**config.mk**
```make
export PLATFORM = sky130hd
export DESIGN_NAME = cover_relay_sequencer_core
export DESIGN_NICKNAME = d
export VERILOG_FILES = /design/src/hdl/crs_pkg.sv /design/src/hdl/crs_cmd_ctrl.sv /design/src/hdl/crs_reply_ser.sv /design/src/hdl/cover_relay_sequencer_core.sv
export SDC_FILE = /design/constraint.sdc
export NUM_CORES = 1
export LEC_CHECK = 0
export ABC_AREA = 1
export BUFFER_PORTS_ARGS = -buffer_cell sky130_fd_sc_hd__buf_2
export CAP_MARGIN = 10
export CORE_UTILIZATION = 45
export CTS_BUF_LIST = sky130_fd_sc_hd__clkbuf_4
export CTS_CLUSTER_SIZE = 40
export DETAILED_ROUTE_END_ITERATION = 10
export GPL_TIMING_DRIVEN = 0
export PLACE_DENSITY = 0.68
export SETUP_SLACK_MARGIN = 0.1
export SLEW_MARGIN = 10
export SYNTH_ARGS = -nofsm -noshare
export SYNTH_HDL_FRONTEND = slang
export SYNTH_HIERARCHICAL = 1
export SYNTH_SLANG_ARGS = --single-unit
```
**constraint.sdc**
```tcl
create_clock -name clock -period 5.2 [get_ports clock]
set_input_delay 0 -clock clock [delete_from_list [all_inputs] [get_ports clock]]
set_output_delay 0 -clock clock [all_outputs]
set_load 0.01 [all_outputs]
```
**src/hdl/crs_pkg.sv**
```systemverilog
// Shared types, constants and reply text tables for the cover relay sequencer.
package crs_pkg;

   // Longest command line that is still counted; further bytes are dropped.
   localparam int LINE_LIMIT  = 16;
   localparam int LINE_LEN_W  = $clog2(LINE_LIMIT + 1);
   localparam int CSR_INDEX_W = 8;

   // Configuration register indexes.
   localparam logic [CSR_INDEX_W-1:0] CSR_SINGLE_TICKS = CSR_INDEX_W'(0);
   localparam logic [CSR_INDEX_W-1:0] CSR_ACTIVE_TICKS = CSR_INDEX_W'(1);

   localparam logic [7:0] SINGLE_TICKS_RESET = 8'd5;
   localparam logic [7:0] ACTIVE_TICKS_RESET = 8'd27;

   // Input operations.
   localparam logic OP_BYTE = 1'b0;
   localparam logic OP_TICK = 1'b1;

   // Result kinds.
   localparam logic KIND_TEXT  = 1'b0;
   localparam logic KIND_RELAY = 1'b1;

   // Characters of interest.
   localparam logic [7:0] CHR_CR    = 8'h0D;
   localparam logic [7:0] CHR_LF    = 8'h0A;
   localparam logic [7:0] CHR_QUERY = 8'h3F;
   localparam logic [7:0] CHR_OPEN  = 8'h4F;
   localparam logic [7:0] CHR_CLOSE = 8'h43;
   localparam logic [7:0] CHR_STOP  = 8'h53;

   // Cover states.
   typedef enum logic [1:0] {
      ST_STOPPED = 2'd0,
      ST_OPEN    = 2'd1,
      ST_CLOSED  = 2'd2
   } cover_state_type;

   // Relay drive patterns.
   localparam logic [3:0] DRV_IDLE       = 4'b0000;
   localparam logic [3:0] DRV_OPEN_ONE   = 4'b1001;
   localparam logic [3:0] DRV_OPEN_BOTH  = 4'b1101;
   localparam logic [3:0] DRV_CLOSE_ONE  = 4'b0110;
   localparam logic [3:0] DRV_CLOSE_BOTH = 4'b1110;

   // Reply messages; a relay update counts as a one-beat message.
   typedef enum logic [2:0] {
      MSG_UNKNOWN = 3'd0,
      MSG_ACK     = 3'd1,
      MSG_STOPPED = 3'd2,
      MSG_OPEN    = 3'd3,
      MSG_CLOSED  = 3'd4,
      MSG_OPENING = 3'd5,
      MSG_CLOSING = 3'd6,
      MSG_TICK    = 3'd7
   } msg_type;

   typedef struct packed {
      logic       operation;
      logic [7:0] rx_byte;
   } req_type;

   typedef struct packed {
      logic       kind;
      logic [7:0] text_char;
      logic [3:0] relays;
      logic       last;
   } rsp_type;

   // One pending reply, handed from the command logic to the serialiser.
   typedef struct packed {
      msg_type    msg;
      logic [3:0] relays;
   } job_type;

   typedef logic [7:0][7:0] text_type;

   // Message text, first character in element 0.
   function automatic text_type msg_text(msg_type m);
      text_type t;
      t = '0;
      case (m)
         MSG_UNKNOWN: t = {48'h0, CHR_CR, CHR_QUERY};
         MSG_ACK:     t = {48'h0, CHR_CR, 8'h24};
         MSG_STOPPED: t = {CHR_CR, "DEPPOTS"};
         MSG_OPEN:    t = {24'h0, CHR_CR, "NEPO"};
         MSG_CLOSED:  t = {8'h0, CHR_CR, "DESOLC"};
         MSG_OPENING: t = {CHR_CR, "GNINEPO"};
         MSG_CLOSING: t = {CHR_CR, "GNISOLC"};
         default:     t = '0;
      endcase
      return t;
   endfunction

   // Position of the final beat of a message.
   function automatic logic [2:0] msg_last_pos(msg_type m);
      logic [2:0] p;
      p = 3'd0;
      case (m)
         MSG_UNKNOWN: p = 3'd1;
         MSG_ACK:     p = 3'd1;
         MSG_STOPPED: p = 3'd7;
         MSG_OPEN:    p = 3'd4;
         MSG_CLOSED:  p = 3'd6;
         MSG_OPENING: p = 3'd7;
         MSG_CLOSING: p = 3'd7;
         default:     p = 3'd0;
      endcase
      return p;
   endfunction

endpackage

```
**src/hdl/crs_cmd_ctrl.sv**
```systemverilog
// Command line parser, tick sequencer and configuration registers.
module crs_cmd_ctrl import crs_pkg::*; (
   input  logic                   clock,
   input  logic                   reset,
   input  logic                   accept,
   input  req_type                req_data,
   input  logic                   csr_write,
   input  logic [CSR_INDEX_W-1:0] csr_index,
   input  logic [7:0]             csr_wdata,
   output logic                   job_valid,
   output job_type                job
);

   logic [7:0]            single_ticks_ff, single_ticks_in;
   logic [7:0]            active_ticks_ff, active_ticks_in;
   cover_state_type       target_ff, target_in;
   cover_state_type       settled_ff, settled_in;
   logic [7:0]            move_ff, move_in;
   logic [3:0]            drive_ff, drive_in;
   logic [LINE_LEN_W-1:0] line_len_ff, line_len_in;
   logic [7:0]            first_char_ff, first_char_in;

   logic       line_end;
   logic [2:0] status_idx;
   msg_type    status_msg;

   // Status label index: settled state, plus two while a movement runs.
   always_comb begin
      status_idx = {1'b0, settled_ff} + ((move_ff != 8'd0) ? 3'd2 : 3'd0);
      case (status_idx)
         3'd1:    status_msg = MSG_OPEN;
         3'd2:    status_msg = MSG_CLOSED;
         3'd3:    status_msg = MSG_OPENING;
         3'd4:    status_msg = MSG_CLOSING;
         default: status_msg = MSG_STOPPED;
      endcase
   end

   assign line_end = (line_len_ff != '0) &&
                     ((req_data.rx_byte == CHR_CR) || (req_data.rx_byte == CHR_LF));

   always_comb begin
      single_ticks_in = single_ticks_ff;
      active_ticks_in = active_ticks_ff;
      target_in       = target_ff;
      settled_in      = settled_ff;
      move_in         = move_ff;
      drive_in        = drive_ff;
      line_len_in     = line_len_ff;
      first_char_in   = first_char_ff;
      job_valid       = 1'b0;
      job.msg         = MSG_TICK;
      job.relays      = drive_ff;

      if (csr_write) begin
         if (csr_index == CSR_SINGLE_TICKS) begin
            single_ticks_in = csr_wdata;
         end else if (csr_index == CSR_ACTIVE_TICKS) begin
            active_ticks_in = csr_wdata;
         end
      end

      if (accept) begin
         if (req_data.operation == OP_TICK) begin
            if (move_ff == single_ticks_ff) begin
               drive_in = (target_ff == ST_OPEN) ? DRV_OPEN_BOTH : DRV_CLOSE_BOTH;
            end
            if (move_ff == active_ticks_ff) begin
               drive_in = DRV_IDLE;
               move_in  = 8'd0;
            end
            if (move_in != 8'd0) begin
               move_in = move_in + 8'd1;
            end
            if (target_ff != settled_ff) begin
               if (target_ff != ST_STOPPED) begin
                  drive_in = (target_ff == ST_OPEN) ? DRV_OPEN_ONE : DRV_CLOSE_ONE;
                  move_in  = 8'd1;
               end else begin
                  drive_in = DRV_IDLE;
                  move_in  = 8'd0;
               end
               settled_in = target_ff;
            end
            job_valid  = 1'b1;
            job.msg    = MSG_TICK;
            job.relays = drive_in;
         end else if (line_end) begin
            job.msg = MSG_UNKNOWN;
            if (line_len_ff == LINE_LEN_W'(1)) begin
               if (first_char_ff == CHR_QUERY) begin
                  job.msg = status_msg;
               end else if (first_char_ff == CHR_CLOSE) begin
                  target_in = ST_CLOSED;
                  job.msg   = MSG_ACK;
               end else if (first_char_ff == CHR_OPEN) begin
                  target_in = ST_OPEN;
                  job.msg   = MSG_ACK;
               end else if (first_char_ff == CHR_STOP) begin
                  target_in = ST_STOPPED;
                  job.msg   = MSG_ACK;
               end
            end
            line_len_in = '0;
            job_valid   = 1'b1;
         end else begin
            if (line_len_ff == '0) begin
               first_char_in = req_data.rx_byte;
            end
            if (line_len_ff < LINE_LEN_W'(LINE_LIMIT)) begin
               line_len_in = line_len_ff + LINE_LEN_W'(1);
            end
         end
      end
   end

   always_ff @(posedge clock) begin
      if (reset) begin
         single_ticks_ff <= SINGLE_TICKS_RESET;
         active_ticks_ff <= ACTIVE_TICKS_RESET;
         target_ff       <= ST_STOPPED;
         settled_ff      <= ST_STOPPED;
         move_ff         <= 8'd0;
         drive_ff        <= DRV_IDLE;
         line_len_ff     <= '0;
         first_char_ff   <= 8'd0;
      end else begin
         single_ticks_ff <= single_ticks_in;
         active_ticks_ff <= active_ticks_in;
         target_ff       <= target_in;
         settled_ff      <= settled_in;
         move_ff         <= move_in;
         drive_ff        <= drive_in;
         line_len_ff     <= line_len_in;
         first_char_ff   <= first_char_in;
      end
   end

endmodule

```
**src/hdl/crs_reply_ser.sv**
```systemverilog
// Result register that plays a reply out one character per beat.
module crs_reply_ser import crs_pkg::*; (
   input  logic    clock,
   input  logic    reset,
   input  logic    job_valid,
   input  job_type job,
   output logic    slot_free,
   output logic    rsp_valid,
   input  logic    rsp_ready,
   output rsp_type rsp_data
);

   logic       valid_ff, valid_in;
   job_type    job_ff, job_in;
   logic [2:0] pos_ff, pos_in;
   logic       at_last;
   text_type   text;

   assign text    = msg_text(job_ff.msg);
   assign at_last = (pos_ff == msg_last_pos(job_ff.msg));

   assign rsp_valid          = valid_ff;
   assign rsp_data.kind      = (job_ff.msg == MSG_TICK) ? KIND_RELAY : KIND_TEXT;
   assign rsp_data.text_char = text[pos_ff];
   assign rsp_data.relays    = job_ff.relays;
   assign rsp_data.last      = at_last;

   // The slot frees up in the same cycle as the final beat leaves.
   assign slot_free = !valid_ff || (rsp_ready && at_last);

   always_comb begin
      valid_in = valid_ff;
      job_in   = job_ff;
      pos_in   = pos_ff;
      if (job_valid) begin
         valid_in = 1'b1;
         job_in   = job;
         pos_in   = 3'd0;
      end else if (valid_ff && rsp_ready) begin
         if (at_last) begin
            valid_in = 1'b0;
         end else begin
            pos_in = pos_ff + 3'd1;
         end
      end
   end

   always_ff @(posedge clock) begin
      if (reset) begin
         valid_ff <= 1'b0;
         pos_ff   <= 3'd0;
      end else begin
         valid_ff <= valid_in;
         pos_ff   <= pos_in;
      end
      job_ff <= job_in;
   end

endmodule

```
**src/hdl/cover_relay_sequencer_core.sv**
```systemverilog
// Top level of the cover relay sequencer: command parser, tick sequencer and reply serialiser.
//
// The req_ channel carries one beat per input item: either a received command
// byte or a one-second tick. Bytes are gathered into lines ending at CR or LF;
// a completed line produces a reply of two to eight text characters on the
// rsp_ channel, one character per beat, with last set on the final beat. Every
// tick produces exactly one relay update beat carrying the new relay pattern.
// A byte that does not end a line produces no beat at all.
// The reply's first beat is valid in the cycle after the item is accepted.
// Throughput is one item per cycle while each item yields at most one beat
// and the receiver takes every beat; a multi-character reply occupies the
// single result register until its final beat is taken, which sets the rate.
// req_ready is high whenever the result register is empty or its final beat
// is being taken, so a stalled receiver holds off the sender only while the
// current reply is pending. The csr_ channel is always ready and writes the
// single_ticks (index 0) and active_ticks (index 1) registers; other indexes
// are ignored. Synchronous reset returns to the stopped state with idle
// relays, an empty line buffer and the register defaults of 5 and 27 ticks.
module cover_relay_sequencer_core import crs_pkg::*; (
   input  logic                   clock,
   input  logic                   reset,
   input  logic                   req_valid,
   output logic                   req_ready,
   input  req_type                req_data,
   output logic                   rsp_valid,
   input  logic                   rsp_ready,
   output rsp_type                rsp_data,
   input  logic                   csr_valid,
   output logic                   csr_ready,
   input  logic [CSR_INDEX_W-1:0] csr_index,
   input  logic [7:0]             csr_wdata
);

   logic    accept;
   logic    job_valid;
   job_type job;
   logic    slot_free;

   // Configuration writes are taken at any time.
   assign csr_ready = 1'b1;
   assign req_ready = slot_free;
   assign accept    = req_valid && req_ready;

   // Parser and sequencer: all state updates for an item happen at acceptance.
   crs_cmd_ctrl u_cmd_ctrl (
      .clock     (clock),
      .reset     (reset),
      .accept    (accept),
      .req_data  (req_data),
      .csr_write (csr_valid && csr_ready),
      .csr_index (csr_index),
      .csr_wdata (csr_wdata),
      .job_valid (job_valid),
      .job       (job)
   );

   // Result register and character sequencing for multi-beat replies.
   crs_reply_ser u_reply_ser (
      .clock     (clock),
      .reset     (reset),
      .job_valid (job_valid),
      .job       (job),
      .slot_free (slot_free),
      .rsp_valid (rsp_valid),
      .rsp_ready (rsp_ready),
      .rsp_data  (rsp_data)
   );

   // A pending reply that is not being completed must hold off new items.
   assert property (@(posedge clock) disable iff (reset)
      (rsp_valid && !(rsp_ready && rsp_data.last)) |-> !req_ready)
      else $error("item accepted while reply still pending");

   // A relay update is always a single, final beat with no text.
   assert property (@(posedge clock) disable iff (reset)
      (rsp_valid && rsp_data.kind == KIND_RELAY) |-> (rsp_data.last && rsp_data.text_char == 8'd0))
      else $error("malformed relay update beat");

   // Only the defined drive patterns ever reach the relays.
   assert property (@(posedge clock) disable iff (reset)
      rsp_valid |-> (rsp_data.relays == DRV_IDLE || rsp_data.relays == DRV_OPEN_ONE ||
                     rsp_data.relays == DRV_OPEN_BOTH || rsp_data.relays == DRV_CLOSE_ONE ||
                     rsp_data.relays == DRV_CLOSE_BOTH))
      else $error("illegal relay pattern");

   // Nothing is presented in the cycle after reset.
   assert property (@(posedge clock) $past(reset) |-> !rsp_valid)
      else $error("result valid straight after reset");

endmodule
```
Word level (Yosys, flattened, before mapping). Index checks and enable logic that the tools add are counted.

Input bits: 30. Output and inout bits: 17. Flip-flop bits (word level): 56. Logic and storage cells: 116.

Equality and inequality tests: 24. Add/subtract/negate cells: 4. $lt $le $gt $ge: 2. Reductions and logical operators: 31. Bitwise operators: 6. Multiplexer cells: 37.

Operators by type and width (count): $pmux 60 s7 (1); $mux 8 (6); $mux 4 (7); $bmux 8 s3 (1); $eq 8x7->1 const B (3); $pmux 3 s4 (2); $eq 8x4->1 const B (2); $eq 8x8->1 (2); $reduce_bool 8->1 (2); $eq 3x3->1 const B (5); $eq 3x2->1 const B (4); $mux 3 (4); $mux 2 (5); $mux 5 (2); $mux 1 (9); $reduce_and 3->1 (3); $add 8x1->8 const B (1); $eq 8x1->1 const B (1); $eq 8x6->1 const B (1); $logic_not 8->1 (1); $reduce_and 2->1 (4); $reduce_bool 2->1 (4); $eq 3x1->1 const B (2); $not 1->1 (6); 20 further kinds (26).

Depth between registers and ports, before layout.
Word-level depth: 11. Mapped depth: 18. Mapped depth without buffers: 17.

By module. Netlist, hierarchy kept.

Modules (own cells, without submodules): crs_cmd_ctrl (instances 1, area each 2656.3 um^2, seq. area each 900.9 um^2, cells each 397); crs_reply_ser (instances 1, area each 960.9 um^2, seq. area each 290.3 um^2, cells each 145); cover_relay_sequencer_core (instances 1, area each 18.8 um^2, seq. area each 0.0 um^2, cells each 4).

Least setup slack after synthesis. Ideal clock, no wire load.

Path type: register to register. From: register u_reply_ser/job_ff[4] in the netlist's numbering. To: register u_reply_ser/job_ff[4] in the netlist's numbering, enable pin. Library setup time: 0.385 ns. Data required time: 4.815 ns. Arrival: 1.958 ns. Setup slack: 2.856 ns. Buffers on the path: 1. Period minus slack after synthesis: 2.344 ns. Stages on the path, launching flop included: 13. Cells stage by stage: edfxtp_1 buf_6 nor2_1 nand2_2 nand2_1 nand2_1 nand2_1 nand4_1 nand2_1 nand2_1 inv_1 inv_1 o21ai_0.

Cells in the longest elaborated chain, start to end: 8. Elaborated cells between the ends (all ways): 15. Those cells by class: 7 x eq/ne; 2 x mux; 6 x reduce/logical.

RTL lines: from (decl) (line crs_reply_ser.sv:14) `job_type job_ff, job_in;`; from (signal assigned) (line crs_reply_ser.sv:56) `job_ff <= job_in;`; $eq 3x2->1 (tied with other cells) (line crs_pkg.sv:99) `case (m)`; $reduce_or 3->1 (no line) or $reduce_or 2->1 (tied branches); $pmux 3 s4 * (line crs_pkg.sv:99); $eq 3x3->1 * (line crs_reply_ser.sv:20) `assign at_last = (pos_ff == msg_last_pos(job_ff.msg));`; $logic_and 1x1->1 * (line crs_reply_ser.sv:29) `assign slot_free = !valid_ff || (rsp_ready && at_last);`; $logic_or 1x1->1 * (line crs_reply_ser.sv:29); named net req_ready (line cover_relay_sequencer_core.sv:23) `output logic req_ready,`; $logic_and 1x1->1 * (line cover_relay_sequencer_core.sv:42) `assign accept = req_valid && req_ready;`; named net accept (line cover_relay_sequencer_core.sv:34) `logic accept;`; $mux 1 * (line crs_cmd_ctrl.sv:63) `if (accept) begin`; named net job_valid (line cover_relay_sequencer_core.sv:35) `logic job_valid;`.

Mark *: on every way through the listed nets, which the timed path passes. The rest lies on a longest branch. A chain may end at the register's enable or synchronous reset.

Worst setup path in the final report.
From: register u_reply_ser/job_ff[5] in the netlist's numbering. To: register u_reply_ser.pos_ff[1].

Cells in the longest elaborated chain, start to end: 9. Elaborated cells between the ends (all ways): 18. Those cells by class: 7 x eq/ne; 2 x mux; 1 x bitwise; 8 x reduce/logical.

RTL lines: $eq 3x2->1 (tied with other cells) (line crs_pkg.sv:99); $reduce_or 3->1 (no line) or $reduce_or 2->1 (tied branches); $pmux 3 s4 * (line crs_pkg.sv:99); $eq 3x3->1 * (line crs_reply_ser.sv:20); $logic_and 1x1->1 * (line crs_reply_ser.sv:29); $logic_or 1x1->1 * (line crs_reply_ser.sv:29); $logic_and 1x1->1 * (line cover_relay_sequencer_core.sv:42); named net accept (line cover_relay_sequencer_core.sv:34); $mux 1 * (line crs_cmd_ctrl.sv:63); named net job_valid (line cover_relay_sequencer_core.sv:35); $reduce_or 2->1 (no line) *; to (signal assigned) (line crs_reply_ser.sv:54) `pos_ff <= pos_in;`; to (decl) (line crs_reply_ser.sv:15) `logic [2:0] pos_ff, pos_in;`.

Marks and branches as above.

==> impl_metrics.py <==
metrics = {
    "yosys": {
        "syn_inst": 546,
        "ys_seq_area_frac": 0.3276,
        "synth_compound_gate_area_share": 0.1511,
        "yosys.area.top_type": "dfxtp_1",
        "avgSynthCellArea_um2": 6.659,
        "yosys.area_share.simple": 0.3331,
        "syn-cell-area_um2": 3636,
        "ys_warn_count": 6,
        "synth_top_cell_area_share": 0.2698,
        "yosys-top-cells-area": "dfxtp_1 (27%), nand2_1 (12%), nor2_1 (7.1%)",
        "synth_fp_nets": 583,
        "post_synth_num_cell_types": 42,
        "synthAdderAreaFrac": 0.02409,
        "synth_xor_area_frac": 0.03131,
        "ys_seq_elements": 56,
        "synth_top_family_by_area": "simple AND/OR/NAND/NOR gates",
        "synth_mux_area_frac": 0,
    },
    "job": {
        "drv_cap": 0,
    },
    "global_routing": {
        "grt_use_total": 0.2089,
        "grt_pass1_wl_um": 14520,
        "grt_max_degree": 18,
        "grt_pass1_vias": 3271,
        "antenna_found_initial": 0,
        "grt-ovfl-total": 0,
    },
    "timing": {
        "rsz0062_at_grt": "no",
        "worstMarginPinSlew_ns": 0.7609,
        "finalHoldViolCount": 0,
        "fmax_mhz": 357.7,
        "fin_skew_ns": 0.02242,
        "min_period_over_period": 0.5376,
        "final_max_slew_viol_count": 0,
        "worst_slack_ns": 2.404,
        "finalSetupTns_ns": 0,
        "relSlewSlack": 0.4894,
        "finalCriticalPeriod_ns": 2.796,
        "setup_viol": 0,
    },
    "routing": {
        "routedWlPerCell_um": 11.53,
        "dr.pass1.iters": 5,
        "ant_nets": 0,
        "routed_wl_um": 8265,
        "routed_via_density": 4.997,
        "drtIter0Drc": 170,
        "drc_errors": 0,
        "via_count": 3583,
    },
    "floorplan": {
        "die_area_um2": 8444,
        "die_x_um": 91.89,
        "num_io_pins": 47,
        "row_count": 32,
        "core_area_um2": 7767,
        "start_util": 0.4681,
        "die_h_um": 91.89,
    },
    "worst_setup_path": {
        "worstSetupEndpointType": "register",
        "critical_path.cell_chain": "inv_2 -> nand2_4 -> nand3_1 -> nand2_1 -> inv_1 -> nand4_1 -> nand2_1 -> nand2_1 -> inv_1 -> nand2_1 -> clkbuf_1 -> o21ai_1 -> nor2_1 -> inv_1 -> a21oi_1",
        "arrival_ns": 3.11,
        "critPathRequiredTime_ns": 5.51,
        "crit_top_cell": "nand2_1",
        "path_max_fanout": 10,
        "slowest_delay_ns": 0.52,
        "crit_type": "register to register",
        "cp_slowest_cell": "edfxtp_1",
        "start_kind": "register",
    },
    "finish": {
        "drive_gt1_frac": 0.1707,
        "syn2layout_area_growth_pct": 16.41,
        "diodes": 0,
        "layout_common_cells": "nand2_1 (118), nor2_1 (69), inv_1 (65)",
        "final_common_cell": "nand2_1",
        "layout.nets": 651,
    },
    "clock_tree": {
        "clock_sinks": 56,
        "cts_setup_buffers": 0,
        "insertion_delay_ns": 0.39,
        "clk_pin_slew_ns": 0.15,
        "clockBufferDepth": 2,
        "root_buffer": "clkbuf_4",
        "cts_max_level": 2,
        "cts_tree": "built",
        "cts_buffers": 5,
    },
    "place": {
        "dp_hpwl_um": 6154,
        "dp_slack_ns": 2.229,
        "io_buffers": 44,
        "finalWeightedCongestion": 0.8450,
    },
    "hold_path": {
        "hp-class": "input pin to register",
    },
    "outcome": {
        "status": "completed",
    },
    "pwr": {
        "vdd.ir_drop.worst_v": 0.0001351,
        "leakagePower_nw": 1.981,
        "pwr_density_cell_nw_per_um2": 189.6,
    },
}
[area by class of cell]
class,count,area (um^2)
Fill cell,788,3535
Multi-Input combinational cell,390,1969
Sequential cell,56,1191
Timing Repair Buffer,61,390.4
Inverter,73,276.5
Buffer,27,198.9
Tap cell,102,127.6
Clock inverter,3,41.29
Clock buffer,5,37.54
[cells in the mapped netlist]
master / instances
a211oi_1: 6
a21oi_1: 41
a21oi_2: 3
a31oi_1: 1
and3_1: 1
buf_2: 2
buf_4: 10
buf_6: 7
clkbuf_1: 6
clkbuf_2: 1
clkbuf_4: 1
conb_1: 2
dfxtp_1: 49
edfxtp_1: 7
ha_1: 7
inv_1: 65
inv_2: 7
inv_4: 1
nand2_1: 118
nand2_2: 5
nand2_4: 3
nand3_1: 39
nand3_2: 5
nand3b_1: 3
nand4_1: 4
nor2_1: 69
nor2_2: 4
nor2_4: 1
nor3_1: 13
nor4_1: 3
nor4_2: 1
o211ai_1: 9
o21ai_0: 30
o21ai_1: 1
o21ai_2: 1
o21bai_1: 1
o22ai_1: 2
o31ai_1: 2
or2_1: 1
or2_2: 1
xnor2_1: 6
xor2_1: 7
[through the flow]
| stage | util | power [mW] | cell area, um^2 | hold WS, ns | std cells |
|---|---|---|---|---|---|
| after global routing | 0.5449 | 0.8323 | 4233 | 0.06186 | 717 |
| final | 0.5449 | 0.8026 | 4233 | 0.03813 | 717 |
| after CTS | 0.5449 | 0.8059 | 4233 | 0.03029 | 717 |
| after detailed placement | 0.5129 | 0.5535 | 3984 | 0.2278 | 692 |
| after global placement | 0.5129 | 0.5517 | 3984 | 0.2206 | 692 |
| after floorplan | - | 0.5211 | 3636 | 0.06907 | 546 |
[routing by layer]
layer | vias to the layer above | share of wire | global-route usage
met5 | - | 0 | 0
met4 | 0 | 0.0091 | 0.05339
met3 | 6 | 0.041 | 0.02819
met2 | 83 | 0.45 | 0.3539
met1 | 1608 | 0.50 | 0.2794
li1 | 1886 | - | -
[flip-flops by register name, summed over array words and instances (netlist names)]
name                        cells
u_reply_ser/pos_ff              3
u_reply_ser/rsp_valid           1
u_cmd_ctrl/active_ticks_ff      8
u_cmd_ctrl/move_ff              8
u_cmd_ctrl/line_len_ff          5
u_cmd_ctrl/single_ticks_ff      8
u_cmd_ctrl/settled_ff           2
u_cmd_ctrl/first_char_ff        8
u_reply_ser/rsp_data            4
u_reply_ser/job_ff              3
u_cmd_ctrl/drive_ff             4
u_cmd_ctrl/target_ff            2
[cell families (layout without fill, tap and decap cells)]
kind of cell / after synthesis / in the layout
buffers and inverters: 100 / 169
other: 2 / 2
XOR/XNOR: 13 / 13
AO/OA/AOI/OAI: 97 / 97
adder cells (fa/ha/maj): 7 / 7
flip-flops: 56 / 56
AND/OR/NAND/NOR: 271 / 271
[worst paths after layout]
path,startpoint,endpoint,slack [ns],cells past startpoint
max,u_reply_ser/job_ff[5],u_reply_ser/pos_ff[1],2.40,15
min,rsp_ready,u_reply_ser/rsp_valid,0.04,4
max reg2reg,u_reply_ser/job_ff[5],u_reply_ser/pos_ff[1],2.40,15
min reg2reg,u_cmd_ctrl/first_char_ff[7],u_cmd_ctrl/first_char_ff[7],0.49,2
[repair_timing]
action,CTS,global route
resized for setup,0,0
hold buffers,17,0
hold endpoints to repair,28,0
[worst max-delay path, delay by kind of cell (launching register included)]
kind	cells	cell delay, ns
AO/OA/AOI/OAI	2	0.53
flip-flops	1	0.52
AND/OR/NAND/NOR	8	0.98
buffers and inverters	5	0.72
[power by group]
part	internal [mW]	switching (mW)	leakage (nW)
registers	0.447	0.00714	0.456
logic	0.0418	0.0588	1.48
clock network	0.101	0.147	0.0455
(Power assumes the default switching activity.)
